===== src/rtl/core/bb3_pkg.sv =====
// Shared constants, types and reciprocal table for the 3x3 box blur.
package bb3_pkg;

  localparam int MaxWidth = 1024;
  localparam int ColW     = $clog2(MaxWidth);
  localparam int WidthW   = 11;
  localparam int HeightW  = 16;
  localparam int ChanW    = 8;
  localparam int PixW     = 3 * ChanW;
  localparam int SumW     = 12;
  localparam int CntW     = 4;
  localparam int RecipW   = 18;
  localparam int RecipSh  = 18;

  localparam logic CfgWidth  = 1'b0;
  localparam logic CfgHeight = 1'b1;

  // Accepted item leaving the control stage.
  typedef struct packed {
    logic            valid;
    logic [ColW-1:0] idx;
    logic [PixW-1:0] pix;
    logic [8:0]      mask;   // window slot inside the frame, col*3+row
    logic            emit;
    logic            last;
  } bb3_item_t;

  // ceil(2^18 / (2n)); exact floor division for 2*sum+n below 4600.
  function automatic logic [RecipW-1:0] recip(input logic [CntW-1:0] n);
    logic [RecipW-1:0] r;
    case (n)
      4'd2:    r = 18'd65536;
      4'd3:    r = 18'd43691;
      4'd4:    r = 18'd32768;
      4'd5:    r = 18'd26215;
      4'd6:    r = 18'd21846;
      4'd7:    r = 18'd18725;
      4'd8:    r = 18'd16384;
      4'd9:    r = 18'd14564;
      default: r = 18'd131072;
    endcase
    return r;
  endfunction

endpackage


===== src/rtl/core/bb3_lane.sv =====
// One color lane: masked window sum, then rounded mean by reciprocal multiply.
module bb3_lane import bb3_pkg::*; (
  input  logic             clk_i,
  input  logic             en_i,
  input  logic [ChanW-1:0] px_i [9],
  input  logic [8:0]       mask_i,
  input  logic [CntW-1:0]  n_i,
  output logic [ChanW-1:0] avg_o
);

  logic [SumW-1:0]          sum_d, sum_q;
  logic [SumW:0]            num;
  logic [SumW+RecipW:0]     prod;

  always_comb begin
    sum_d = '0;
    for (int k = 0; k < 9; k++) begin
      sum_d = sum_d + (mask_i[k] ? SumW'(px_i[k]) : SumW'(0));
    end
  end

  always_ff @(posedge clk_i) begin
    if (en_i) begin
      sum_q <= sum_d;
    end
  end

  // floor((2*sum + n) / (2n))
  assign num   = {sum_q, 1'b0} + (SumW+1)'(n_i);
  assign prod  = (SumW+RecipW+1)'(num) * (SumW+RecipW+1)'(recip(n_i));
  assign avg_o = prod[RecipSh +: ChanW];

endmodule


===== config.mk =====
export PLATFORM = sky130hd
export DESIGN_NAME = bb3_lane
export DESIGN_NICKNAME = d
export VERILOG_FILES = /design/src/rtl/core/bb3_pkg.sv /design/src/rtl/core/bb3_lane.sv
export SDC_FILE = /design/constraint.sdc
export NUM_CORES = 1
export LEC_CHECK = 0
export BUFFER_PORTS_ARGS = -buffer_cell sky130_fd_sc_hd__buf_2
export CORE_ASPECT_RATIO = 0.75
export CORE_UTILIZATION = 55
export CTS_CLUSTER_DIAMETER = 50
export CTS_CLUSTER_SIZE = 14
export DETAILED_ROUTE_END_ITERATION = 8
export GPL_ROUTABILITY_DRIVEN = 1
export HOLD_SLACK_MARGIN = 0.03
export PLACE_DENSITY = 0.75
export SYNTH_ARGS = -nofsm -noshare
export SYNTH_HDL_FRONTEND = slang
export SYNTH_SLANG_ARGS = --single-unit

===== constraint.sdc =====
create_clock -name clk_i -period 10.65 [get_ports clk_i]
set_clock_uncertainty 0.15 [all_clocks]
set_input_delay 2.13 -clock clk_i [delete_from_list [all_inputs] [get_ports clk_i]]
set_output_delay 2.13 -clock clk_i [all_outputs]
set_load 0.03 [all_outputs]

==> summary.txt <==
Pwr
  – Power after layout: around 0.0034 W
  – Lkg Pwr: between 5 and 6 nW
  – Pwr Density: roughly 310 mW/mm2
  – Seq pwr share: ~4%
  – Internal Power: roughly 0.0015 W
  – Clock power share: under 10%
  – Worst vdd ir: between 0.4 and 0.5 mV
  – Psw: 0.00188 W
  – Logic gate share of total power: a little over nine tenths
  – Sw Ratio: between 50% and 60%

STA
  – Hold Fails Final Rpt: 0
  – FMAX: about 94 MHz
  – RSZ-0062 raised after global routing: true
  – Max Slew Vio Count: 0
  – Crit path time final: about 11,000 ps
  – Tcrit/Tclk final: 100%
  – Setup WS post-layout: -38.2 ps
  – Worst Max-Slew Pin Slew: ~560 ps
  – Setup TNS: -74.3 ps
  – Worst slew margin: 62.2%
  – Final setup viols: 2

Cells and area
  – P&R area growth vs syn: 19.8%
  – Most common cell after layout, fill and taps aside: inv_1
  – Final net count: between 1,500 and 2,000
  – Flip-flop count of the largest register after layout: 12
  – Regs by FF count: sum_q: 12 flops
  – Most flops, register: sum_q
  – Fraction of layout cells with a size suffix above 1: a little over a fifth
  – Commonest non-fill, non-tap cells in the layout: inv_1, fa_1, nand2_1
  – Fillers: around 1,300

Die
  – Chip Width: between 150 and 200 um
  – FP Rows: 40
  – IO Pins: 95
  – Initial Util: around 57%
  – Placeable Area: 0.0161 mm2
  – Die area: around 0.017 mm2
  – Die Height: roughly 110 um

Status
  – Status: finished with violations
  – Violated checks: negative setup slack

Critical path
  – Most used cell, CP: fa_1
  – Crit-path max cell delay: a little under 600 ps
  – Slowest CP cell: fa_1
  – Crit path to: avg_o[7]
  – Crit path DAT: around 8400 ps
  – CP Data Required Time: around 8400 ps
  – Crit Path Max Fanout: 9
  – CP Cell Sequence: buf_2 -> inv_1 -> ha_1 -> and2_1 -> nor2_1 -> nor2_1 -> fa_1 -> fa_1 -> fa_1 -> fa_1 -> inv_1 -> fa_1 -> inv_1 -> ha_1 -> a211oi_2 -> o21ai_1 -> o21ai_1 -> a21boi_2 -> or3_4 -> o31a_1 -> a21oi_2 -> xnor2_1 -> buf_4
  – Critical Path Source: n_i[0]
  – Crit path capture type: primary output
  – Startpoint type of the worst setup path: input port
  – Crit Path Class: in2out

Clock tree
  – CTS tree: done
  – Hold buffer count at CTS: 0
  – Maximum clock path buffer count: 2
  – Clock-pin transition on the worst setup and hold timing paths: about 40 ps
  – Root Buffer: clkbuf_16
  – CTS Buf Count: 3
  – Clk sink count: 12
  – H-tree levels: 1

Drt
  – Drt wl/cell: between 15 and 20 um
  – Routed Antenna Nets: 0
  – TritonRoute pass-1 iters: 5
  – DRC viols: 0
  – Final wirelength: ~24,000 um
  – Vias: between 7,000 and 8,000
  – DRT iter0 DRCs: roughly 500
  – Via-to-Cell Ratio: ~5.2

Yosys
  – Post-synthesis cell area: about 0.0091 mm2
  – Synth Register Bits: 12
  – Cell count after synthesis: about 1,100
  – Top cells by area, synth: fa_1, inv_1, ha_1
  – Syn_area_per_cell: between 8 and 9 um2
  – Biggest area consumer among synthesized cells: fa_1
  – Sequential share of the synthesized area: under 10%
  – Yosys warnings: 0
  – Mapped Nets: approximately 1,400
  – Synth unique cells: 45
  – Yosys top cell area share: 48.6%

Placed design
  – Hpwl dp: between 20,000 and 25,000 um
  – Gpl congestion: 0.999
  – Number of port buffers: 94

Global routing
  – Initial antenna violation count: 1
  – Largest net degree at the start of global routing: 14
  – Global-route wire length before repair: approximately 40,000 um
  – Grt ovf: 0
  – Vias in the first global route: ~8,000
  – GRT Overall Usage: between 20 and 30%

Min path
  – Hold crit path type: in2reg

Flow run
  – Max cap viols: 0
## critical path, delay by kind of cell
family | cells | cell delay [ps]
xor+xnor | 1 | 130
buf+inv | 5 | 590
fa+ha+maj | 7 | 3210
compound gates | 6 | 1060
simple gates | 4 | 1290
## logic make-up (layout without fill, tap and decap cells)
kind of cell | count (synthesis) | in the layout | share of synthesized area (%)
XOR/XNOR | 41 | 41 | 4.58
AND/OR/NAND/NOR | 364 | 364 | 17.6
other | 0 | 1 | 0
AO/OA/AOI/OAI | 57 | 57 | 3.67
buffers and inverters | 286 | 463 | 11.8
adder cells (fa/ha/maj) | 294 | 294 | 58.4
flip-flops | 12 | 12 | 3.94
## what timing repair did
| action | 4_1_cts | 5_1_grt |
|---|---|---|
| setup buffers | 4 | 7 |
| pin swaps | 2 | 33 |
| endpoints found under the setup margin | 4 | 7 |
| gates resized for setup | 12 | 55 |
## Yosys cell counts (all sizes together)
library cell	n
o31a	1
fa	222
a21o	5
nand2b	6
and2	49
nor2	77
nand3	7
or2	2
edfxtp	12
a211oi	4
inv	262
o2111ai	1
o21ai	18
nor4b	1
xnor2	28
o21a	1
a21boi	2
nor3	7
buf	2
nor2b	3
a21oi	21
ha	72
o22ai	1
nand4	3
clkbuf	22
o21bai	2
or3	2
xor2	13
o31ai	1
nand2	204
and3	1
nor4	2
## worst min-delay path by stage
| stage | from | to | cells past startpoint |
|---|---|---|---|
| after global routing | en_i | sum_q[5] | 1 |
| after detailed placement | en_i | sum_q[11] | 1 |
| after CTS | en_i | sum_q[11] | 1 |
| after floorplan | en_i | sum_q[0] | 0 |
| final | en_i | sum_q[11] | 1 |
| after global placement | en_i | sum_q[10] | 1 |
## layer usage
layer,share of wire [%],vias up,global-route usage (%)
met5,0,-,0
met4,2.3,0,6.47
met2,47,331,48.4
li1,-,3419,-
met3,8.5,45,4.72
met1,42,3717,41.7
## power groups by stage
| stage | Sequential, W | Combinational (W) | Clock (W) |
|---|---|---|---|
| floorplan | 0.000127 | 0.00197 | 0 |
| global placement | 0.000133 | 0.00283 | 0 |
| detailed placement | 0.000134 | 0.00291 | 0 |
| CTS | 0.000134 | 0.00300 | 0.0000681 |
| global route | 0.000142 | 0.00358 | 0.0000702 |
| finish | 0.000140 | 0.00322 | 0.0000676 |
## through the flow
step	setup slack [ps]	cells	hold WS (ps)	utilization [%]	cell area [um2]
after detailed placement	-294	1427	2380	65.2	10500
after floorplan	70.6	1054	2090	-	9150
after global routing	-171	1441	2140	68.0	11000
final	-38.2	1442	2140	68.0	11000
after CTS	3.45	1434	2130	66.2	10700
after global placement	-73.2	1427	2370	65.2	10500
## final cells by class
type | count | area (um2) | share of cell area [%]
Antenna cell | 1 | 2.50 | 0.0228
Sequential cell | 12 | 360 | 3.29
Clock buffer | 3 | 75.1 | 0.685
Timing Repair Buffer | 198 | 1320 | 12.0
Tap cell | 210 | 263 | 2.40
Inverter | 262 | 983 | 8.98
Multi-Input combinational cell | 756 | 7950 | 72.6
No activity file was read; power rests on OpenSTA's default activity.
