### src/rtl/core/bb3_pkg.sv
// Shared constants, types and reciprocal table for the 3x3 box blur.
package bb3_pkg;

  localparam int MaxWidth = 1024;
  localparam int ColW     = $clog2(MaxWidth);
  localparam int WidthW   = 11;
  localparam int HeightW  = 16;
  localparam int ChanW    = 8;
  localparam int PixW     = 3 * ChanW;
  localparam int SumW     = 12;
  localparam int CntW     = 4;
  localparam int RecipW   = 18;
  localparam int RecipSh  = 18;

  localparam logic CfgWidth  = 1'b0;
  localparam logic CfgHeight = 1'b1;

  // Accepted item leaving the control stage.
  typedef struct packed {
    logic            valid;
    logic [ColW-1:0] idx;
    logic [PixW-1:0] pix;
    logic [8:0]      mask;   // window slot inside the frame, col*3+row
    logic            emit;
    logic            last;
  } bb3_item_t;

  // ceil(2^18 / (2n)); exact floor division for 2*sum+n below 4600.
  function automatic logic [RecipW-1:0] recip(input logic [CntW-1:0] n);
    logic [RecipW-1:0] r;
    case (n)
      4'd2:    r = 18'd65536;
      4'd3:    r = 18'd43691;
      4'd4:    r = 18'd32768;
      4'd5:    r = 18'd26215;
      4'd6:    r = 18'd21846;
      4'd7:    r = 18'd18725;
      4'd8:    r = 18'd16384;
      4'd9:    r = 18'd14564;
      default: r = 18'd131072;
    endcase
    return r;
  endfunction

endpackage

### src/rtl/core/bb3_ctrl.sv
// Frame counters, configuration registers and edge masks per accepted item.
module bb3_ctrl import bb3_pkg::*; (
  input  logic              clk_i,
  input  logic              rst_ni,
  input  logic              cfg_we_i,
  input  logic              cfg_index_i,
  input  logic [15:0]       cfg_data_i,
  input  logic              take_i,
  input  logic              drain_i,
  input  logic [PixW-1:0]   pix_i,
  output logic [ColW-1:0]   idx_o,
  output bb3_item_t         item_o
);

  logic [WidthW-1:0]  width_q;
  logic [HeightW-1:0] height_q;
  logic [ColW-1:0]    in_col_q, out_col_q;
  logic [HeightW-1:0] in_row_q, out_row_q;
  logic               tail_q;
  bb3_item_t          item_q;

  logic [WidthW-1:0]  w_eff;
  logic [HeightW-1:0] h_eff;
  logic               flushing, use_item, col_wrap, emit, last;
  logic [2:0]         row_ok, col_ok;
  logic [8:0]         mask;
  logic [HeightW:0]   out_row_p1;
  logic [WidthW-1:0]  out_col_p1, in_col_p1;

  always_comb begin
    if (width_q == '0) begin
      w_eff = WidthW'(1);
    end else if (width_q > WidthW'(MaxWidth)) begin
      w_eff = WidthW'(MaxWidth);
    end else begin
      w_eff = width_q;
    end
    h_eff = (height_q == '0) ? HeightW'(1) : height_q;
  end

  assign flushing   = in_row_q >= h_eff;
  assign use_item   = take_i && !(drain_i && !flushing);
  assign in_col_p1  = {1'b0, in_col_q} + WidthW'(1);
  assign col_wrap   = in_col_p1 >= w_eff;
  assign emit       = tail_q || (in_row_q >= HeightW'(2)) ||
                      ((in_row_q == HeightW'(1)) && (in_col_q != '0));
  assign out_row_p1 = {1'b0, out_row_q} + (HeightW+1)'(1);
  assign out_col_p1 = {1'b0, out_col_q} + WidthW'(1);
  assign last       = (out_row_p1 >= {1'b0, h_eff}) && (out_col_p1 >= w_eff);

  // neighbor row/column above-left (0), center (1), below-right (2)
  assign row_ok[0] = (out_row_q != '0) && (out_row_q <= h_eff);
  assign row_ok[1] = out_row_q < h_eff;
  assign row_ok[2] = out_row_p1 < {1'b0, h_eff};
  assign col_ok[0] = (out_col_q != '0) && ({1'b0, out_col_q} <= w_eff);
  assign col_ok[1] = {1'b0, out_col_q} < w_eff;
  assign col_ok[2] = out_col_p1 < w_eff;

  always_comb begin
    for (int c = 0; c < 3; c++) begin
      for (int r = 0; r < 3; r++) begin
        mask[c*3+r] = col_ok[c] & row_ok[r];
      end
    end
  end

  assign idx_o  = in_col_q;
  assign item_o = item_q;

  always_ff @(posedge clk_i or negedge rst_ni) begin
    if (!rst_ni) begin
      width_q   <= WidthW'(MaxWidth);
      height_q  <= HeightW'(1);
      in_col_q  <= '0;
      in_row_q  <= '0;
      out_col_q <= '0;
      out_row_q <= '0;
      tail_q    <= 1'b0;
      item_q    <= '0;
    end else begin
      if (cfg_we_i) begin
        unique case (cfg_index_i)
          CfgWidth:  width_q  <= cfg_data_i[WidthW-1:0];
          CfgHeight: height_q <= cfg_data_i[HeightW-1:0];
          default: ;
        endcase
      end
      item_q.valid <= use_item;
      if (use_item) begin
        item_q.idx  <= in_col_q;
        item_q.pix  <= flushing ? '0 : pix_i;
        item_q.mask <= mask;
        item_q.emit <= emit;
        item_q.last <= last;
        if (emit && last) begin
          in_col_q  <= '0;
          in_row_q  <= '0;
          out_col_q <= '0;
          out_row_q <= '0;
          tail_q    <= 1'b0;
        end else begin
          if (col_wrap) begin
            in_col_q <= '0;
            if (in_row_q < h_eff) begin
              in_row_q <= in_row_q + HeightW'(1);
            end else begin
              tail_q <= 1'b1;
            end
          end else begin
            in_col_q <= in_col_p1[ColW-1:0];
          end
          if (emit) begin
            if (out_col_p1 >= w_eff) begin
              out_col_q <= '0;
              out_row_q <= out_row_p1[HeightW-1:0];
            end else begin
              out_col_q <= out_col_p1[ColW-1:0];
            end
          end
        end
      end
    end
  end

endmodule

### config.mk
export PLATFORM = sky130hd
export DESIGN_NAME = bb3_ctrl
export DESIGN_NICKNAME = d
export VERILOG_FILES = /design/src/rtl/core/bb3_pkg.sv /design/src/rtl/core/bb3_ctrl.sv
export SDC_FILE = /design/constraint.sdc
export NUM_CORES = 1
export LEC_CHECK = 0
export BUFFER_PORTS_ARGS = -buffer_cell sky130_fd_sc_hd__buf_2
export CAP_MARGIN = 20
export CORE_MARGIN = 5
export CORE_UTILIZATION = 59
export DETAILED_ROUTE_END_ITERATION = 8
export PLACE_DENSITY_LB_ADDON = 0.3
export SETUP_SLACK_MARGIN = 0.02
export SYNTH_ARGS = -nofsm -noshare
export SYNTH_HDL_FRONTEND = slang
export SYNTH_SLANG_ARGS = --single-unit
### constraint.sdc
create_clock -name clk_i -period 4.6 [get_ports clk_i]
set_input_delay 0.46 -clock clk_i [delete_from_list [all_inputs] [get_ports clk_i]]
set_output_delay 0.46 -clock clk_i [all_outputs]
set_load 0.05 [all_outputs]
==> results.txt <==
Status = completed
Worst path arrival time = 4.08 ns
Clock latency at the later pin of the worst-skew pair = 0.42 ns
Leakage = 4.45 nW
Port Buffers = 101
Post-synth EDFFs = 0
Die X = 126 um
Layout cell share with drive strength beyond 1 = 0.195
PwrDens = 659 mW/mm^2
Yosys reg bits = 126
Reg2reg setup slack = 0.81 ns
Largest net degree at the start of global routing = 86
Worst-case clock buffer depth = 2
CP endpoint kind = register
Final Critical Period = 3.79 ns
Max Transition Viols Final = 0
Via count = 6663
WP data required = 4.89 ns
Clock input transition at the sequential cells of the worst setup and hold paths = 0.06 ns
Hold WS = 0.205 ns
Initial DRC Count = 459
Final Setup Violations = 0
Wirelength per Cell = 17.8 um
VDD IR max = 501 uV
Area Overhead vs Synth = 16.1%
Slew margin rel. = 0.337
Max stage delay on crit path = 0.45 ns
Worst r2r path cells = 14
Post-synthesis sequential area ratio = 0.400
Routability cong. = 0.949
Worst r2r src = out_col_q[0]
H-tree levels = 4
Layout Nets = 1068
Final setup TNS = 0 ns
Antenna violations before repair = 0
Core area = 0.0132 mm^2
CTS resizes = 0
Clock sink count = 126
Initial core utilization = 0.598
Total track usage = 0.258
Via/cell ratio = 5.94
CTS buffer count = 17
DP HPWL = 15000 um
Root buf cell = clkbuf_16
Tcrit/Tclk final = 0.825
Unique cell type count in the Yosys netlist = 66
First-pass GRT wire length = 32900 um
Critical path's top delay family = simple AND/OR/NAND/NOR gates
Cell-by-cell trace of the critical path = ha_1 -> nand3_1 -> nor2_1 -> nand3_1 -> xnor2_1 -> ha_1 -> nand3_1 -> nor3_1 -> o31ai_4 -> a21oi_2 -> nand2_1 -> buf_4 -> o21ai_0 -> o31ai_1
Placed cell areas = 0.00857 mm^2
Final-report hold violation count = 0
Setup Skew = 0.00991 ns
Synthesized area = 0.00789 mm^2
Reg-to-reg critical path endpoint = out_row_q[11]
RSZ-0062 raised after global routing = false
IO Pins = 102
Vias in the first global route = 6572
Maximum clock frequency = 0.264 GHz
Syn nets = 970
DRC Markers = 0
Layout Cell Area excl Fill = 0.00916 mm^2
Critical-path maximum fanout = 15
Synth async-reset ratio = 1.00
Syn Area/Cell = 9.45 um^2
Die Y = 126 um
Buf/Inv on CP = 1
Final core utilization = 0.695
Slowest cell on the critical path = dfrtp_1
CP Launch Type = register
TritonCTS clock tree = built
Number of diodes = 0
Max cap viols = 0
Synth warn = 0
Critical path class = register to register
Die Area = 0.0158 mm^2
Synth Flop Type = dfrtp_1
Post-DRT Antenna Nets = 0
Routed WL = 20000 um
FP Rows = 42
Hold Path Class = primary input to async pin
Post-CTS Setup Repair Bufs = 0
Gate Count Post-Synth = 835
Hold bufs inserted after CTS = 0
Drt first pass iters = 5
Crit path top cell by count = nand3_1
Worst slew pin tran = 0.993 ns
Gr ovfl total = 0
## synthesized netlist by cell type (all sizes together) (12+ instances only)
| cell type | count | area share |
|---|---|---|
| a21oi | 35 | 0.023 |
| a22o | 27 | 0.030 |
| buf | 13 | 0.0087 |
| clkbuf | 20 | 0.0095 |
| dfrtp | 124 | 0.39 |
| ha | 89 | 0.14 |
| inv | 38 | 0.018 |
| mux2 | 26 | 0.037 |
| nand2 | 134 | 0.064 |
| nand2b | 17 | 0.013 |
| nand3 | 41 | 0.026 |
| nor2 | 29 | 0.014 |
| nor3 | 16 | 0.011 |
| nor4 | 15 | 0.013 |
| o21ai | 55 | 0.035 |
| o31ai | 12 | 0.014 |
| xnor2 | 20 | 0.022 |
## cell type report
| type | instances | area (um^2) |
|---|---|---|
| Fill cell | 1039 | 4030 |
| Sequential cell | 126 | 3160 |
| Multi-Input combinational cell | 638 | 4460 |
| Timing Repair Buffer | 112 | 591 |
| Tap cell | 176 | 220 |
| Inverter | 38 | 143 |
| Clock buffer | 19 | 443 |
| Clock inverter | 13 | 154 |
## routing by layer
layer | track usage | routed length (um) | up-vias
met5 | 0 | 0 | -
met4 | 0.0893 | 506 | 0
met3 | 0.0512 | 1230 | 37
met2 | 0.418 | 9410 | 223
met1 | 0.350 | 8830 | 3177
li1 | - | - | 3226
## sequential cells by signal, indices dropped and copies added, names as in the netlist
name       flops
tail_q         1
item_o        46
in_row_q      16
idx_o         10
height_q      16
width_q       11
out_col_q     10
out_row_q     16
## how the worst max path moves through the flow
stage	cells past startpoint	slack [ns]	startpoint	end
after floorplan	14	0.93	idx_o[2]	in_row_q[14]
after CTS	14	0.86	out_col_q[0]	out_row_q[11]
after global placement	15	0.97	out_row_q[2]	in_row_q[7]
after global routing	14	0.45	out_col_q[0]	out_row_q[11]
final	14	0.81	out_col_q[0]	out_row_q[11]
after detailed placement	14	0.88	out_col_q[0]	out_row_q[11]
## through the flow
step,total power [mW],instances,setup WS (ns)
after CTS,6.06,1122,0.860
after global placement,4.60,1090,0.969
after detailed placement,4.67,1090,0.879
after floorplan,3.89,835,0.934
final,6.04,1122,0.806
after global routing,6.42,1122,0.446
## layout by cell type (no fill, tap or decap), types with 4 or more instances in the layout
| master | n |
|---|---|
| nor4_1 | 14 |
| clkbuf_16 | 17 |
| a21oi_1 | 34 |
| and4_1 | 5 |
| inv_1 | 37 |
| nand2_1 | 134 |
| nor2b_1 | 7 |
| o21ai_1 | 10 |
| nand4_1 | 11 |
| and3_1 | 11 |
| nor3_1 | 15 |
| xor2_1 | 9 |
| inv_6 | 4 |
| ha_1 | 89 |
| o21a_1 | 6 |
| clkinv_4 | 4 |
| dfrtp_1 | 124 |
| mux2_2 | 26 |
| a31oi_1 | 4 |
| buf_2 | 100 |
| buf_4 | 12 |
| a211oi_1 | 5 |
| nand2b_1 | 17 |
| o31ai_1 | 10 |
| nor2_1 | 29 |
| o22ai_1 | 5 |
| a21o_1 | 10 |
| a22o_1 | 27 |
| o21ai_0 | 45 |
| nand3_1 | 41 |
| xnor2_1 | 20 |
| o41ai_1 | 6 |
## kinds of logic (layout without fill, tap and decap cells)
group,count (synthesis),after routing,synth area share
AOI/OAI and AO/OA,187,187,0.164
xor gates and xnor gates,29,29,0.0322
adders and majority gates,89,89,0.141
buffers and inverters,71,182,0.0363
DFF,126,126,0.400
muxes,27,27,0.0384
and+or+nand+nor,306,306,0.188
## report_power, final
| part | total, mW | switching, mW | internal [mW] |
|---|---|---|---|
| Sequential | 1.82 | 0.361 | 1.46 |
| Combinational | 2.87 | 1.97 | 0.905 |
| Clock | 1.35 | 0.525 | 0.824 |
| Total | 6.04 | 2.85 | 3.19 |
No activity file was read; power rests on OpenSTA's default activity.
